`src/rtl/sliding_median_filter_unit_assert.svh`:
```
// Assertion macros for the running median filter
`ifndef SLIDING_MEDIAN_FILTER_UNIT_ASSERT_SVH
`define SLIDING_MEDIAN_FILTER_UNIT_ASSERT_SVH

// Consequence must hold in the same cycle as the antecedent
`define SMF_ASSERT_NOW(lbl, ante, cons, msg) \
	lbl: assert property (@(posedge clk) disable iff (!arst_n) (ante) |-> (cons)) \
		else $error(msg);

// Consequence must hold in the cycle after the antecedent
`define SMF_ASSERT_NEXT(lbl, ante, cons, msg) \
	lbl: assert property (@(posedge clk) disable iff (!arst_n) (ante) |=> (cons)) \
		else $error(msg);

`endif

```
`src/rtl/smf_pkg.sv`:
```
package smf_pkg;

	// Default sizing
	localparam int MAX_RADIUS_DEF  = 4;
	localparam int SAMPLE_BITS_DEF = 16;

	// Radius register
	localparam int              RADIUS_BITS  = 3;
	localparam logic [2:0]      RADIUS_RESET = 3'd1;

	// Sequencer states
	typedef enum logic [0:0] {
		ST_STREAM,
		ST_FLUSH
	} smf_state_t;

endpackage

```
`src/rtl/smf_if.sv`:
```
// Sample input channel
interface smf_in_if #(parameter int SAMPLE_BITS = smf_pkg::SAMPLE_BITS_DEF);
	logic                          valid;
	logic                          ready;
	logic signed [SAMPLE_BITS-1:0] sample;
	logic                          end_of_signal;

	modport source(output valid, sample, end_of_signal, input ready);
	modport sink(input valid, sample, end_of_signal, output ready);
endinterface

// Filtered result channel
interface smf_out_if #(parameter int SAMPLE_BITS = smf_pkg::SAMPLE_BITS_DEF);
	logic                          valid;
	logic                          ready;
	logic signed [SAMPLE_BITS-1:0] filtered;
	logic                          final_result;

	modport source(output valid, filtered, final_result, input ready);
	modport sink(input valid, filtered, final_result, output ready);
endinterface

// Radius write channel
interface smf_cfg_if;
	logic                               valid;
	logic                               ready;
	logic [smf_pkg::RADIUS_BITS-1:0]    radius;

	modport source(output valid, radius, input ready);
	modport sink(input valid, radius, output ready);
endinterface

```
`src/rtl/smf_cell.sv`:
```
// One window cell: holds a sample, passes it on at each shift and ranks it
// against the rest of the active window (ties broken by age).
module smf_cell #(
	parameter int SAMPLE_BITS = smf_pkg::SAMPLE_BITS_DEF,
	parameter int DEPTH       = 2 * smf_pkg::MAX_RADIUS_DEF + 1,
	parameter int IDX         = 0,
	parameter int RANK_W      = $clog2(DEPTH)
) (
	input  logic                               clk,
	input  logic                               shift_en,
	input  logic signed [SAMPLE_BITS-1:0]      din,
	input  logic [DEPTH-1:0][SAMPLE_BITS-1:0]  taps,
	input  logic [DEPTH-1:0]                   in_win,
	output logic signed [SAMPLE_BITS-1:0]      dout,
	output logic [RANK_W-1:0]                  rank
);
	import smf_pkg::*;

	logic signed [SAMPLE_BITS-1:0] sample_q;

	// Shift from the younger neighbour
	always_ff @(posedge clk) begin
		if (shift_en) begin
			sample_q <= din;
		end
	end

	assign dout = sample_q;

	// Count window members that sort ahead of this one
	always_comb begin
		rank = '0;
		for (int j = 0; j < DEPTH; j++) begin
			if (in_win[j] && (j != IDX)) begin
				if (($signed(taps[j]) < sample_q) ||
				    (($signed(taps[j]) == sample_q) && (j < IDX))) begin
					rank = rank + RANK_W'(1);
				end
			end
		end
	end

endmodule

```
`src/rtl/smf_window.sv`:
```
// Chain of window cells with median pick and a single tap read
module smf_window #(
	parameter int SAMPLE_BITS = smf_pkg::SAMPLE_BITS_DEF,
	parameter int MAX_RADIUS  = smf_pkg::MAX_RADIUS_DEF
) (
	input  logic                                         clk,
	input  logic                                         shift_en,
	input  logic signed [SAMPLE_BITS-1:0]                din,
	input  logic [$clog2(MAX_RADIUS+1)-1:0]              r,
	input  logic [$clog2(2*MAX_RADIUS+1)-1:0]            tap_idx,
	output logic signed [SAMPLE_BITS-1:0]                median,
	output logic signed [SAMPLE_BITS-1:0]                tap
);
	import smf_pkg::*;

	localparam int DEPTH = 2 * MAX_RADIUS + 1;
	localparam int IW    = $clog2(DEPTH);
	localparam int WW    = IW + 1;

	logic [DEPTH-1:0][SAMPLE_BITS-1:0] taps;
	logic [DEPTH-1:0][IW-1:0]          ranks;
	logic [DEPTH-1:0]                  in_win;
	logic [WW-1:0]                     two_r;
	logic [SAMPLE_BITS-1:0]            med_or;

	assign two_r = WW'({r, 1'b0});

	// Cell chain, newest sample at index 0
	for (genvar i = 0; i < DEPTH; i++) begin : g_cell
		logic signed [SAMPLE_BITS-1:0] cell_din;
		logic signed [SAMPLE_BITS-1:0] cell_dout;

		if (i == 0) begin : g_head
			assign cell_din = din;
		end else begin : g_link
			assign cell_din = $signed(taps[i-1]);
		end

		assign in_win[i] = (WW'(i) <= two_r);
		assign taps[i]   = cell_dout;

		smf_cell #(
			.SAMPLE_BITS (SAMPLE_BITS),
			.DEPTH       (DEPTH),
			.IDX         (i),
			.RANK_W      (IW)
		) u_cell (
			.clk      (clk),
			.shift_en (shift_en),
			.din      (cell_din),
			.taps     (taps),
			.in_win   (in_win),
			.dout     (cell_dout),
			.rank     (ranks[i])
		);
	end

	// The cell ranked at r is the median
	always_comb begin
		med_or = '0;
		for (int i = 0; i < DEPTH; i++) begin
			if (in_win[i] && (ranks[i] == IW'(r))) begin
				med_or = med_or | taps[i];
			end
		end
	end

	assign median = $signed(med_or);
	assign tap    = $signed(taps[tap_idx]);

endmodule

```
`src/rtl/sliding_median_filter_unit.sv`:
```
// Running median filter over a signed sample stream.
// Channels: stream (sample, end_of_signal) in, result (filtered, final_result)
// out, cfg writes the radius (clamped to MAX_RADIUS, takes effect on the
// next sample). cfg is always ready; write it only while the block is idle.
// Each result lags the input by radius samples; the first radius samples of
// a signal produce no result, the end_of_signal sample produces up to
// radius+1 results, the last of them marked by final_result.
// Datapath: a result passes from its sample transaction through the stage-1
// pending register into the output register. The cell chain ranks the whole
// window combinationally, so one sample per clock is taken while results
// drain and the output is not held. After an end_of_signal sample input is
// held off for the flush, each flushed position bound to the output register.
// Stalls: a held result blocks the next pending one, which in turn drops
// stream.ready, so nothing is lost or reordered.
// Reset: radius returns to 1, the sample count to zero and all queued
// results are dropped; no clearing pass is needed.
module sliding_median_filter_unit #(
	parameter int MAX_RADIUS  = smf_pkg::MAX_RADIUS_DEF,
	parameter int SAMPLE_BITS = smf_pkg::SAMPLE_BITS_DEF
) (
	input  logic      clk,
	input  logic      arst_n,
	smf_cfg_if.sink   cfg,
	smf_in_if.sink    stream,
	smf_out_if.source result
);
	import smf_pkg::*;

	localparam int DEPTH = 2 * MAX_RADIUS + 1;
	localparam int RW    = $clog2(MAX_RADIUS + 1);
	localparam int IW    = $clog2(DEPTH);
	localparam int CNT_W = $clog2(DEPTH + 1);
	localparam int CMP_W = CNT_W + 1;

	logic [RADIUS_BITS-1:0]        radius_q;
	logic [RW-1:0]                 r_now;
	logic [CNT_W-1:0]              seen_q;
	logic                          accept;

	// Pending item (stage 1)
	logic                          pend_q;
	logic                          last_s1;
	logic                          emit_s1;
	logic                          mid_s1;
	logic [RW-1:0]                 r_s1;
	logic [CNT_W-1:0]              n_s1;

	smf_state_t                    state_q;
	smf_state_t                    state_d;
	logic [IW-1:0]                 kf_q;
	logic [IW-1:0]                 kf_start;
	logic                          flush_start;

	logic                          out_valid_q;
	logic signed [SAMPLE_BITS-1:0] filtered_q;
	logic                          final_q;
	logic                          out_free;
	logic                          pend_done;
	logic                          flush_step;
	logic                          stream_ready;
	logic                          out_load;
	logic signed [SAMPLE_BITS-1:0] out_value;
	logic                          out_final;

	logic [IW-1:0]                 tap_idx;
	logic signed [SAMPLE_BITS-1:0] median;
	logic signed [SAMPLE_BITS-1:0] tap;

	// Radius register
	assign cfg.ready = 1'b1;

	always_ff @(posedge clk or negedge arst_n) begin
		if (!arst_n) begin
			radius_q <= RADIUS_RESET;
		end else if (cfg.valid && cfg.ready) begin
			radius_q <= cfg.radius;
		end
	end

	always_comb begin
		if (int'(radius_q) > MAX_RADIUS) begin
			r_now = RW'(MAX_RADIUS);
		end else begin
			r_now = RW'(radius_q);
		end
	end

	assign accept = stream.valid && stream_ready;

	// Saturating sample count
	always_ff @(posedge clk or negedge arst_n) begin
		if (!arst_n) begin
			seen_q <= '0;
		end else if (accept) begin
			if (stream.end_of_signal) begin
				seen_q <= '0;
			end else if (seen_q < CNT_W'(DEPTH)) begin
				seen_q <= seen_q + CNT_W'(1);
			end
		end
	end

	// Stage 1 decode of the accepted transaction
	always_ff @(posedge clk) begin
		if (accept) begin
			last_s1 <= stream.end_of_signal;
			emit_s1 <= CMP_W'(seen_q) >= CMP_W'(r_now);
			mid_s1  <= CMP_W'(seen_q) >= CMP_W'({r_now, 1'b0});
			r_s1    <= r_now;
			n_s1    <= seen_q;
		end
	end

	always_ff @(posedge clk or negedge arst_n) begin
		if (!arst_n) begin
			pend_q <= 1'b0;
		end else if (accept) begin
			pend_q <= 1'b1;
		end else if (pend_done) begin
			pend_q <= 1'b0;
		end
	end

	// Handshake helpers
	assign out_free    = !out_valid_q || result.ready;
	assign pend_done   = (state_q == ST_STREAM) && pend_q && (!emit_s1 || out_free);
	assign flush_step  = (state_q == ST_FLUSH) && out_free;
	assign flush_start = last_s1 && !(emit_s1 && (r_s1 == '0));
	assign kf_start    = emit_s1 ? IW'(RW'(r_s1 - RW'(1))) : IW'(n_s1);

	// Next state
	always_comb begin
		state_d = state_q;
		case (state_q)
			ST_STREAM: begin
				if (pend_done && flush_start) begin
					state_d = ST_FLUSH;
				end
			end
			ST_FLUSH: begin
				if (flush_step && (kf_q == '0)) begin
					state_d = ST_STREAM;
				end
			end
			default: begin
				state_d = ST_STREAM;
			end
		endcase
	end

	// Sequencer outputs
	always_comb begin
		stream_ready = 1'b0;
		out_load     = 1'b0;
		out_value    = tap;
		out_final    = 1'b0;
		tap_idx      = IW'(r_s1);
		case (state_q)
			ST_STREAM: begin
				stream_ready = !pend_q || (pend_done && !last_s1);
				out_load     = pend_q && emit_s1 && out_free;
				out_value    = mid_s1 ? median : tap;
				out_final    = last_s1 && (r_s1 == '0);
			end
			ST_FLUSH: begin
				tap_idx   = kf_q;
				out_load  = out_free;
				out_value = tap;
				out_final = (kf_q == '0);
			end
			default: begin
				stream_ready = 1'b0;
			end
		endcase
	end

	assign stream.ready = stream_ready;

	always_ff @(posedge clk or negedge arst_n) begin
		if (!arst_n) begin
			state_q <= ST_STREAM;
			kf_q    <= '0;
		end else begin
			state_q <= state_d;
			if (pend_done) begin
				kf_q <= kf_start;
			end else if (flush_step && (kf_q != '0)) begin
				kf_q <= kf_q - IW'(1);
			end
		end
	end

	// Window cell chain
	smf_window #(
		.SAMPLE_BITS (SAMPLE_BITS),
		.MAX_RADIUS  (MAX_RADIUS)
	) u_window (
		.clk      (clk),
		.shift_en (accept),
		.din      (stream.sample),
		.r        (r_s1),
		.tap_idx  (tap_idx),
		.median   (median),
		.tap      (tap)
	);

	// Output register
	always_ff @(posedge clk or negedge arst_n) begin
		if (!arst_n) begin
			out_valid_q <= 1'b0;
		end else if (out_load) begin
			out_valid_q <= 1'b1;
		end else if (result.ready) begin
			out_valid_q <= 1'b0;
		end
	end

	always_ff @(posedge clk) begin
		if (out_load) begin
			filtered_q <= out_value;
			final_q    <= out_final;
		end
	end

	assign result.valid        = out_valid_q;
	assign result.filtered     = filtered_q;
	assign result.final_result = final_q;

	// Checks
	`include "sliding_median_filter_unit_assert.svh"

	`SMF_ASSERT_NOW(a_no_accept_in_flush, state_q == ST_FLUSH, !stream.ready, "input taken during flush")
	`SMF_ASSERT_NOW(a_hold_after_last, pend_q && last_s1, !stream.ready, "input taken behind last sample")
	`SMF_ASSERT_NEXT(a_flush_steps, flush_step && (kf_q != '0), (state_q == ST_FLUSH) && (kf_q == $past(kf_q) - IW'(1)), "flush index did not step")
	`SMF_ASSERT_NOW(a_seen_bound, 1'b1, seen_q <= CNT_W'(DEPTH), "sample count past window depth")

endmodule
```
`src/flat_wrapper.sv`:
```
// flat-port wrapper written by rule: the top's interface ports become plain ports
module sliding_median_filter_unit_flat import smf_pkg::*;
#(
	parameter int MAX_RADIUS  = smf_pkg::MAX_RADIUS_DEF,
	parameter int SAMPLE_BITS = smf_pkg::SAMPLE_BITS_DEF
)
  (clk, arst_n, cfg_valid, cfg_radius, cfg_ready, stream_valid, stream_sample, stream_end_of_signal, stream_ready, result_valid, result_filtered, result_final_result, result_ready);
  smf_cfg_if cfg_i ();
  smf_in_if #(.SAMPLE_BITS(SAMPLE_BITS)) stream_i ();
  smf_out_if #(.SAMPLE_BITS(SAMPLE_BITS)) result_i ();
  input  logic clk;
  input  logic arst_n;
  input wire logic [$bits(cfg_i.valid)-1:0] cfg_valid;
  input wire logic [$bits(cfg_i.radius)-1:0] cfg_radius;
  output wire logic [$bits(cfg_i.ready)-1:0] cfg_ready;
  input wire logic [$bits(stream_i.valid)-1:0] stream_valid;
  input wire logic [$bits(stream_i.sample)-1:0] stream_sample;
  input wire logic [$bits(stream_i.end_of_signal)-1:0] stream_end_of_signal;
  output wire logic [$bits(stream_i.ready)-1:0] stream_ready;
  output wire logic [$bits(result_i.valid)-1:0] result_valid;
  output wire logic [$bits(result_i.filtered)-1:0] result_filtered;
  output wire logic [$bits(result_i.final_result)-1:0] result_final_result;
  input wire logic [$bits(result_i.ready)-1:0] result_ready;
  assign cfg_i.valid = cfg_valid;
  assign cfg_i.radius = cfg_radius;
  assign cfg_ready = cfg_i.ready;
  assign stream_i.valid = stream_valid;
  assign stream_i.sample = stream_sample;
  assign stream_i.end_of_signal = stream_end_of_signal;
  assign stream_ready = stream_i.ready;
  assign result_valid = result_i.valid;
  assign result_filtered = result_i.filtered;
  assign result_final_result = result_i.final_result;
  assign result_i.ready = result_ready;
  sliding_median_filter_unit #(.MAX_RADIUS(MAX_RADIUS), .SAMPLE_BITS(SAMPLE_BITS)) u_core (.clk(clk), .arst_n(arst_n), .cfg(cfg_i), .stream(stream_i), .result(result_i));
endmodule
```
`config.mk`:
```
export PLATFORM = sky130hd
export DESIGN_NAME = sliding_median_filter_unit_flat
export DESIGN_NICKNAME = d
export VERILOG_FILES = /design/src/rtl/smf_pkg.sv /design/src/rtl/smf_if.sv /design/src/rtl/smf_cell.sv /design/src/rtl/smf_window.sv /design/src/rtl/sliding_median_filter_unit.sv /design/src/flat_wrapper.sv
export VERILOG_INCLUDE_DIRS = /design/src /design/src/rtl
export SDC_FILE = /design/constraint.sdc
export NUM_CORES = 1
export LEC_CHECK = 0
export BUFFER_PORTS_ARGS = -buffer_cell sky130_fd_sc_hd__buf_2
export CAP_MARGIN = 10
export CORE_MARGIN = 5
export CORE_UTILIZATION = 25
export DETAILED_ROUTE_END_ITERATION = 10
export PLACE_DENSITY_LB_ADDON = 0.05
export SYNTH_ARGS = -nofsm -noshare
export SYNTH_HDL_FRONTEND = slang
export SYNTH_SLANG_ARGS = --single-unit
```
`constraint.sdc`:
```
create_clock -name clk -period 15.4 [get_ports clk]
set_input_delay 3.08 -clock clk [delete_from_list [all_inputs] [get_ports clk]]
set_output_delay 3.08 -clock clk [all_outputs]
set_load 0.01 [all_outputs]
```
**Yosys cells after proc, flatten, opt, wreduce, memory -nomap -nowiden**

Cells that the tools add are included.

- Flip-flop bits (word level): 185
- Word-level logic and storage cells: 476
- Input port bits: 25
- Output and inout bits: 20

- Mux-type cells: 174
- Add/sub/neg operators: 66
- Bitwise gates (word level): 9
- Reduce and logical (&&, ||, !) cells: 74
- Equality and inequality tests: 45
- Magnitude comparators: 86

Operators with widths:

| operator | number |
|---|---|
| $lt A16 B16 Y1 | 72 |
| $eq A16 B16 Y1 | 36 |
| $mux W4 | 132 |
| $add A4 B1 Y4 const B | 64 |
| $mux W16 | 11 |
| $or A16 B16 Y16 | 8 |
| $bmux W16 S4 | 1 |
| $logic_or A1 B1 Y1 | 39 |
| $eq A4 B3 Y1 | 9 |
| $pmux W16 S2 | 1 |
| $mux W1 | 25 |
| $logic_and A1 B1 Y1 | 22 |
| $le A3 B4 Y1 const A | 4 |
| $le A1 B4 Y1 const A | 2 |
| $le A2 B4 Y1 const A | 2 |
| $reduce_bool A2 Y1 | 4 |
| $pmux W1 S2 | 3 |
| $logic_not A1 Y1 | 5 |
| $lt A4 B5 Y1 const B | 1 |
| $ge A4 B3 Y1 | 1 |
| $ge A4 B4 Y1 | 1 |
| $le A4 B4 Y1 const A | 1 |
| $logic_not A4 Y1 | 1 |
| $lt A4 B4 Y1 const B | 1 |
| 8 further kinds | 8 |

**Depth between registers and ports, before layout**

Gate-level depths: netlist of run 1.

- Depth in word-level cells: 45
- Mapped depth: 46
- Depth with buffers taken out: 45

**By module**

From an unflattened synthesis of run 1, not the netlist that was laid out.

- Cells, all modules: 4390
- Area, all modules: 40403.8 um^2

Modules (own cells, without submodules):

| module | seq. area each (um^2) | area each (um^2) | instances | cells each |
|---|---|---|---|---|
| smf_cell (u_core.u_window.g_cell[7].u_cell) | 480.5 | 4136.5 | 1 | 468 |
| smf_cell (u_core.u_window.g_cell[8].u_cell) | 480.5 | 4093.9 | 1 | 461 |
| smf_cell (u_core.u_window.g_cell[6].u_cell) | 480.5 | 4042.6 | 1 | 442 |
| smf_cell (u_core.u_window.g_cell[5].u_cell) | 480.5 | 4021.4 | 1 | 451 |
| smf_cell (u_core.u_window.g_cell[2].u_cell) | 480.5 | 3943.8 | 1 | 433 |
| smf_cell (u_core.u_window.g_cell[3].u_cell) | 480.5 | 3913.8 | 1 | 426 |
| smf_cell (u_core.u_window.g_cell[4].u_cell) | 480.5 | 3913.8 | 1 | 431 |
| smf_cell (u_core.u_window.g_cell[1].u_cell) | 480.5 | 3910.0 | 1 | 435 |
| smf_cell (u_core.u_window.g_cell[0].u_cell) | 480.5 | 3908.7 | 1 | 431 |
| smf_window | 0.0 | 2423.6 | 1 | 247 |
| sliding_median_filter_unit | 1162.4 | 2095.8 | 1 | 165 |

**Worst setup path after synthesis of run 1**

No wires, ideal clock.

- Kind: register to register
- From: reg u_core.u_window.g_cell[0].u_cell.sample_q[15]
- To: reg u_core.filtered_q[10], in the netlist u_core.result.filtered[10] (data pin)
- Period minus slack after synthesis: 7.601 ns
- Stages on the path, launching flop included: 34
- Required time: 15.259 ns
- Buffers on the path: 1
- Arrival time: 7.461 ns
- Setup slack: 7.799 ns
- Library setup time: 0.141 ns
- Cells stage by stage: edfxtp_1 -> ha_1 -> nand4_1 -> nor2_1 -> or3_1 -> nor3_1 -> mux2i_1 -> nor2_1 -> ha_1 -> inv_1 -> or2_2 -> a2111oi_0 -> nor3b_2 -> nand2_1 -> nand2_1 -> ha_1 -> mux2_2 -> ha_1 -> nand2b_1 -> o311a_1 -> ha_1 -> nor3_1 -> nor2b_1 -> ha_1 -> nand2_1 -> xnor3_1 -> xor2_1 -> xnor2_1 -> and4_1 -> a2bb2oi_1 -> buf_2 -> a22oi_1 -> o2111a_1 -> a21oi_2

- Cells in the longest elaborated chain, start to end: 45
- Elaborated cells between the ends (all ways): 276
- Those cells by class: 63 x add/sub; 16 x order compare; 17 x eq/ne; 155 x mux; 8 x bitwise; 17 x reduce/logical

RTL lines:

| item | line | source |
|---|---|---|
| from (decl) | smf_cell.sv:19 | `logic signed [SAMPLE_BITS-1:0] sample_q;` |
| from (signal assigned) | smf_cell.sv:24 | `sample_q <= din;` |
| $lt A16 B16 Y1 | smf_cell.sv:35 | `if (($signed(taps[j]) < sample_q) \|\|` |
| $mux W1 | smf_cell.sv:35 |  |
| $mux W1 | smf_cell.sv:34 | `if (in_win[j] && (j != IDX)) begin` |
| $add A4 B1 Y4 | smf_cell.sv:37 | `rank = rank + RANK_W'(1);` |
| $mux W4 | smf_cell.sv:35 |  |
| $mux W4 | smf_cell.sv:34 |  |
| $add A4 B1 Y4 | smf_cell.sv:37 |  |
| $mux W4 | smf_cell.sv:35 |  |
| [... 30 more ...] | n/a |  |
| $mux W16 | smf_window.sv:62 | `if (in_win[i] && (ranks[i] == IW'(r))) begin` |
| $or A16 B16 Y16 | smf_window.sv:63 | `med_or = med_or \| taps[i];` |
| $mux W16 | smf_window.sv:62 |  |
| $or A16 B16 Y16 | smf_window.sv:63 |  |
| $mux W16 (*) | smf_window.sv:62 |  |
| $mux W16 (*) | sliding_median_filter_unit.sv:162 | `out_value = mid_s1 ? median : tap;` |
| $pmux W16 S2 (*) | sliding_median_filter_unit.sv:158 | `case (state_q)` |
| via u_core.out_value[10] | sliding_median_filter_unit.sv:62 | `logic signed [SAMPLE_BITS-1:0] out_value;` |
| to (signal assigned) | sliding_median_filter_unit.sv:220 | `filtered_q <= out_value;` |
| to (decl) | sliding_median_filter_unit.sv:55 | `logic signed [SAMPLE_BITS-1:0] filtered_q;` |

Mark *: on every way through the listed nets, which the timed path passes. The rest lies on a longest branch.
A chain may end at the register's enable or synchronous reset.

**Final worst setup path of run 1**

- From: reg u_core.u_window.g_cell[4].u_cell.sample_q[15]
- To: reg u_core.filtered_q[11], in the netlist u_core.result.filtered[11] (data pin)

- Cells in the longest elaborated chain, start to end: 38
- Elaborated cells between the ends (all ways): 192
- Those cells by class: 35 x add/sub; 16 x order compare; 17 x eq/ne; 99 x mux; 8 x bitwise; 17 x reduce/logical

RTL lines:

| item | line |
|---|---|
| from (decl) | smf_cell.sv:19 |
| from (signal assigned) | smf_cell.sv:24 |
| $lt A16 B16 Y1 / $eq A16 B16 Y1 (equally long branches) | smf_cell.sv:35, smf_cell.sv:36 |
| $logic_or A1 B1 Y1 | smf_cell.sv:35 |
| $mux W1 | smf_cell.sv:35 |
| $mux W1 | smf_cell.sv:34 |
| $add A4 B1 Y4 | smf_cell.sv:37 |
| $mux W4 | smf_cell.sv:35 |
| $mux W4 | smf_cell.sv:34 |
| $add A4 B1 Y4 | smf_cell.sv:37 |
| [... 23 more ...] | n/a |
| $mux W16 | smf_window.sv:62 |
| $or A16 B16 Y16 | smf_window.sv:63 |
| $mux W16 | smf_window.sv:62 |
| $or A16 B16 Y16 | smf_window.sv:63 |
| $mux W16 (*) | smf_window.sv:62 |
| $mux W16 (*) | sliding_median_filter_unit.sv:162 |
| $pmux W16 S2 (*) | sliding_median_filter_unit.sv:158 |
| via u_core.out_value[11] | sliding_median_filter_unit.sv:62 |

Marked as above.

==> results of run 1 <==
-- routing by layer --
metal	GRT usage, %	share of wire [%]	up-vias
li1	-	-	12130
met4	7.127	3.1	0
met3	3.760	5.5	140
met5	0	0	-
met1	31.08	44	13338
met2	40.24	47	969
-- flip-flops by register name, summed over array words and instances, names as in the netlist --
name,flops
u_core.result.filtered,16
u_core.result.valid,1
u_core.seen_q,4
u_core.n_s1,4
u_core.pend_q,1
u_core.r_s1,3
u_core.radius_q,3
u_core.result.final_result,1
u_core.u_window.g_cell.u_cell.dout,144
u_core.last_s1,1
u_core.kf_q,4
u_core.emit_s1,1
u_core.state_q,1
u_core.mid_s1,1
-- power by group through the flow --
stage	combinational, mW	clock, mW	sequential [mW]
6_report	5.62	0.489	1.01
5_1_grt	6.16	0.520	1.02
4_1_cts	5.60	0.507	1.00
3_5_place_dp	5.57	0	1.01
3_3_place_gp	5.51	0	1.02
2_1_floorplan	3.80	0	0.901
-- cell families (layout without fill, tap and decap cells) --
| group | Yosys count | in the layout |
|---|---|---|
| adder cells (fa/ha/maj) | 650 | 650 |
| AO/OA/AOI/OAI | 781 | 781 |
| flip-flops | 185 | 185 |
| XOR/XNOR | 113 | 113 |
| other | 1 | 3 |
| multiplexers | 99 | 99 |
| AND/OR/NAND/NOR | 968 | 968 |
| buffers and inverters | 283 | 371 |
-- critical path, delay by kind of cell, from the launching register on --
family / cells / cell delay, ps
compound gates: 7 / 1740
xor+xnor: 3 / 810
fa+ha+maj: 6 / 1870
buf+inv: 3 / 570
flops: 1 / 560
mux: 2 / 1050
simple gates: 13 / 2560
-- worst max-delay path by stage --
stage | startpoint | end | slack (ps) | cells past startpoint
finish | u_core.u_window.g_cell[4].u_cell.dout[15] | u_core.result.filtered[11] | 5920 | 34
global route | u_core.u_window.g_cell[4].u_cell.dout[15] | u_core.result.filtered[11] | 5390 | 34
CTS | u_core.u_window.g_cell[4].u_cell.dout[15] | u_core.result.filtered[10] | 5980 | 34
global placement | u_core.u_window.g_cell[4].u_cell.dout[15] | u_core.result.filtered[11] | 6010 | 34
floorplan | u_core.u_window.g_cell[0].u_cell.dout[15] | u_core.result.filtered[10] | 7800 | 33
detailed placement | u_core.u_window.g_cell[4].u_cell.dout[15] | u_core.result.filtered[10] | 6040 | 34
-- Yosys cell counts, types with 9 or more instances --
| cell | count | share of area [%] |
|---|---|---|
| or4_1 | 9 | 0.24 |
| mux2_2 | 25 | 1.0 |
| mux2i_1 | 39 | 1.4 |
| and2_1 | 26 | 0.59 |
| nor2b_1 | 52 | 1.2 |
| a211o_1 | 15 | 0.47 |
| mux4_2 | 32 | 2.6 |
| nor4_1 | 29 | 0.65 |
| o31ai_1 | 14 | 0.38 |
| nand3_1 | 93 | 1.7 |
| nand2_1 | 258 | 3.5 |
| and3_1 | 24 | 0.54 |
| a22oi_1 | 22 | 0.60 |
| or3_1 | 16 | 0.36 |
| nor2_1 | 158 | 2.1 |
| xnor2_1 | 70 | 2.2 |
| a211oi_1 | 29 | 0.78 |
| a21o_1 | 53 | 1.4 |
| nand4b_1 | 12 | 0.38 |
| a222oi_1 | 16 | 0.58 |
| dfrtp_1 | 13 | 1.2 |
| o22ai_1 | 16 | 0.36 |
| a21oi_2 | 10 | 0.32 |
| nand4_1 | 112 | 2.5 |
| o21ai_0 | 119 | 2.1 |
| clkbuf_1 | 46 | 0.62 |
| inv_1 | 215 | 2.9 |
| nand2b_1 | 36 | 0.81 |
| nor3b_1 | 9 | 0.24 |
| a221oi_1 | 19 | 0.60 |
| buf_2 | 9 | 0.16 |
| xor2_1 | 31 | 0.98 |
| nand3b_1 | 9 | 0.24 |
| o21bai_1 | 11 | 0.30 |
| ha_1 | 650 | 29 |
| o21a_1 | 20 | 0.54 |
| a2111oi_0 | 11 | 0.35 |
| nor3_1 | 70 | 1.3 |
| a21oi_1 | 209 | 3.8 |
| o211ai_1 | 31 | 0.84 |
| o2111a_1 | 17 | 0.69 |
| a31oi_1 | 25 | 0.56 |
| edfxtp_1 | 171 | 19 |
| a311oi_1 | 20 | 0.63 |
| and4_1 | 19 | 0.60 |
-- cell usage in the layout (no fill, tap or decap), types with 26 or more instances in the layout --
master / Yosys / final
and2_1: 26 / 26
mux4_2: 32 / 32
a211oi_1: 29 / 29
nor2b_1: 52 / 52
nand2b_1: 36 / 36
nand4_1: 112 / 112
a21o_1: 53 / 53
nor2_1: 158 / 155
inv_1: 215 / 214
nand3_1: 93 / 93
buf_2: 9 / 43
buf_4: 2 / 78
o21ai_0: 119 / 118
edfxtp_1: 171 / 171
xnor2_1: 70 / 69
nor3_1: 70 / 67
ha_1: 650 / 650
mux2i_1: 39 / 36
a21oi_1: 209 / 208
nor4_1: 29 / 29
nand2_1: 258 / 258
xor2_1: 31 / 31
o211ai_1: 31 / 31
-- final cells by class --
type	count	area share (%)
Multi-Input combinational cell	2612	68.98
Sequential cell	185	17.80
Tap cell	1488	6.040
Inverter	218	2.671
Timing Repair Buffer	121	2.598
Clock buffer	17	1.380
Clock inverter	15	0.5115
Antenna cell	2	0.01624
==> metrics, run 1 <==
status finished clean; setup TNS 0 ps; cell seen most often among critical-path stages ha_1; Root Driver clkbuf_16; slowest cell delay on critical path 770 ps; EDFF count, synth 171; reg2reg path depth 34; Fillers 11835; vias in the first global route 26378; Final setup viols 0; final net count 3830; die area 117700 um^2; CP max FO 16; multi-input logic area 21260 um^2; fin area 30820 um^2; post-place instance area 30230 um^2; via count 26577; f_max 105.4 MHz; Min Hold Slack 485.2 ps; sequential fraction of the synthesis area 19.78%; initial core utilization 25.10%; postcts setup bufs 0; Layout Cells excl Fill 4658; Clock Latency Late Sink 550 ps; sink of the worst hold path u_core.r_s1[2]; 1st-iter DRT viols 2459; PD cells 231.2 nW/um^2; crit end category flop; critical path class reg2reg; ys flop type edfxtp_1; IO Pins 45; syn_nets 3755; Mapped Area 27740 um^2; worst flop-to-flop path endpoint u_core.result.filtered[11]; Routed Antenna Nets 0; CORE AREA 110500 um^2; H-tree depth reported by CTS 4; worst hold start u_core.radius_q[2]; Synth warnings 0; P_leak 13.10 nW; area share of fa/ha/maj cells after synthesis 29.31%; clock buffer depth 2; Seq cells post-synth 185; Final Power 7.126 mW; unrepaired setup endpoints after global routing no; post-synthesis mux area share 5.168%; post-layout util 27.89%; sw frac 56.55%; Gate power share 78.9%; First-pass DRT Iterations 8; placed insts 4624; Worst slew margin 15.83%; simple logic cell fraction of the synthesized area 18.06%; post-synthesis compound-gate area fraction 19.64%; HPWL Detailed 117.0 mm; Max Cap Viol 0; storage element area 5487 um^2; Netlist cell types 113; largest net degree at the start of global routing 59; CTS sink count 185; Worst Setup Slack, final 5916 ps; CTS tree yes; slowest CP cell mux2i_1; DIE HEIGHT 343.1 um; initial antenna violation count 7; CTS resizes 0; Syn Area/Cell 9.008 um^2; DRC 0; reg-to-reg startpoint u_core.u_window.g_cell[4].u_cell.dout[15]; minimum clock period 9484 ps; crit path DAT 9770 ps; Vias/cell 5.706; startpoint types flop; gpl congestion 0.9307; layout cells sized above 1 8.996%; Slew @ Worst Pin 1245 ps; Mapped Cells 3080; Hold Path Class reg2reg; Fin. Hold Viols 0; Area Growth Syn to Fin 11.09%; Int Power 3.096 mW; Buffers on Ports 43; ys async rst share 7.568%; Req. time, crit path 15690 ps; gr usage total 23.73%; CTS Hold Bufs 0; flop-to-flop setup slack 5920 ps; average wire per standard cell 30.75 um; Cell Rows 122; first-pass GRT wire length 197.8 mm; DP Worst Slack 6038 ps; total CTS buffers 17; Post-Synth XOR/XNOR Area 4.108%; count of pins over their slew limit 0; Clk pwr share 6.9%; Max VDD drop 120.5 uV; WL final 143.2 mm; Hold Crit Depth 0; Reg clk slew, reported paths 90 ps; largest family of logic cells by synthesized area adder cells; clock skew 16.28 ps; sw power 4.030 mW; Final period util 61.58%; Chip Width 343.1 um; total grt overflow 0; Reg power frac 14.2%
No activity file was read; power rests on OpenSTA's default activity.
==> run 2, diff against run 1 <==
- ABC_AREA: unset -> 1
- clock period: 15.4 -> 9.1 ns (I/O delays scaled with it)
==> metrics, run 2 <==
unrepaired setup endpoints after global routing no; Seq cells post-synth 185 (unchanged); CORE AREA 114500 um^2 (+3.6%); postcts setup bufs 0 (unchanged); Max Cap Viol 0 (unchanged); CTS resizes 0 (unchanged); Routed Antenna Nets 0 (unchanged); Cell Rows 124 (+1.6%); Vias/cell 4.904 (-14%); Mapped Area 28840 um^2 (+3.9%); clock skew 27.11 ps (+10.83 ps); H-tree depth reported by CTS 4 (unchanged); Clock Latency Late Sink 550 ps (about the same); status finished clean; average wire per standard cell 23.74 um (-23%); ys async rst share 7.568% (unchanged); Req. time, crit path 9490 ps (-6200 ps); WL final 138.9 mm (-3.0%); 1st-iter DRT viols 2354 (-4.3%); initial antenna violation count 4 (-3); Reg clk slew, reported paths 90 ps (about the same); syn_nets 4901 (+31%); ranking of synthesized cells by area ha_1, edfxtp_1, nand2_1; EDFF count, synth 171 (unchanged); ys flop type edfxtp_1; clock buffer depth 2 (unchanged); First-pass DRT Iterations 6 (-2); die area 122200 um^2 (+3.8%); synth cell count leaders nand2_1, ha_1, inv_1; slowest cell delay on critical path 810 ps (+40 ps); DIE HEIGHT 349.6 um (+1.9%); most common cell after layout, fill and taps aside nand2_1; first-pass GRT wire length 198.3 mm (+0.22%); Chip Width 349.6 um (+1.9%); startpoint types flop; via count 28703 (+8.0%); f_max 121.3 MHz (+15%); minimum clock period 8242 ps (-1242 ps); layout cells sized above 1 6.152% (-2.8 points); fin area 32010 um^2 (+3.9%); Buffers on Ports 43 (unchanged); post-place instance area 31390 um^2 (+3.8%); Worst slew margin 17.48% (+1.7 points); Fin. Hold Viols 0 (unchanged); max reg flops 144 (unchanged); Mapped Cells 4226 (+37%); DRC 0 (unchanged); flop-to-flop setup slack 860 ps (-5060 ps); Hold Path Class reg2reg; final net count 5002 (+31%); Synth warnings 0 (unchanged); Syn Area/Cell 6.824 um^2 (-24%); initial core utilization 25.19% (+0.083 points); sequential fraction of the synthesis area 19.02% (-0.75 points); gr usage total 22.51% (-1.2 points); Worst path top cell family by delay simple AND/OR/NAND/NOR gates; area share of the largest cell type after synthesis 28.20% (-1.1 points); HPWL Detailed 112.3 mm (-4.1%); count of pins over their slew limit 0 (unchanged); total CTS buffers 17 (unchanged); Netlist cell types 55 (-51%); Root Driver clkbuf_16; vias in the first global route 27366 (+3.7%); Area Growth Syn to Fin 10.99% (about the same); gpl congestion 0.9157 (-1.6%); crit end category flop; CTS Hold Bufs 0 (unchanged); largest area contributor in the netlist ha_1; worst path bufs/invs 8 (+5); crit path DAT 8630 ps (-1140 ps); largest net degree at the start of global routing 72 (+22%); CTS tree yes; CP max FO 16 (unchanged); most common cell in the synthesized netlist nand2_1; most frequent cells in the layout nand2_1, ha_1, inv_1, nand3_1, nor2_1; setup TNS 0 ps (unchanged); slowest CP cell edfxtp_1; Final period util 90.57% (+29 points); CTS sink count 185 (unchanged); cell seen most often among critical-path stages nand2_1; Final setup viols 0 (unchanged); critical path class reg2reg; IO Pins 45 (unchanged); Slew @ Worst Pin 1235 ps (-10.21 ps); total grt overflow 0 (unchanged)
-- run 2: kinds of logic (layout without fill, tap and decap cells) --
group,count (synthesis),in the layout,synth area share [%]
simple gates,2144,2144,32.58
buf+inv,666,780,9.020
fa+ha+maj,650,650,28.20
compound gates,568,568,10.79
flops,185,185,19.02
xor+xnor,12,12,0.3645
other cells,1,2,0.01300
-- run 2: layer usage --
metal  up-vias  routed length (um)  global-route usage, %
met5         -                  14                      0
met3       140                5572                  2.300
met2       715               59230                  34.92
met4         2                4732                  7.504
met1     13327               69390                  32.63
li1      14519                   -                      -
-- run 2: stage by stage --
step	util, %	std cells	setup slack (ps)	hold WS [ps]
after global placement	27.41	5820	861.7	469.3
final	27.96	5853	858.2	493.8
after floorplan	-	4226	2522	444.3
after detailed placement	27.41	5820	911.6	477.5
after CTS	27.95	5852	865.9	497.8
after global routing	27.95	5852	69.01	528.9
-- run 2: final timing paths --
path,from,endpoint,depth (start not counted)
hold reg to reg,u_core.u_window.g_cell[0].u_cell.dout[0],u_core.u_window.g_cell[1].u_cell.dout[0],0
hold / removal,u_core.u_window.g_cell[0].u_cell.dout[0],u_core.u_window.g_cell[1].u_cell.dout[0],0
setup reg to reg,u_core.u_window.g_cell[2].u_cell.dout[1],u_core.result.filtered[9],49
max in group asynchronous,arst_n,u_core.radius_q[0],1
min in group asynchronous,arst_n,u_core.radius_q[1],1
setup / recovery,u_core.u_window.g_cell[2].u_cell.dout[1],u_core.result.filtered[9],49
-- run 2: layout make-up --
cell class,count,area (um^2)
Antenna cell,1,2.502
Clock buffer,17,425.4
Clock inverter,15,193.9
Fill cell,12771,82490
Inverter,607,2292
Multi-Input combinational cell,3375,20770
Sequential cell,185,5487
Tap cell,1512,1892
Timing Repair Buffer,141,950.9
Power of run 2 is left out: the tool's default activity adds up to more than one toggle a clock period on the data nets, which glitch-free logic cannot reach.
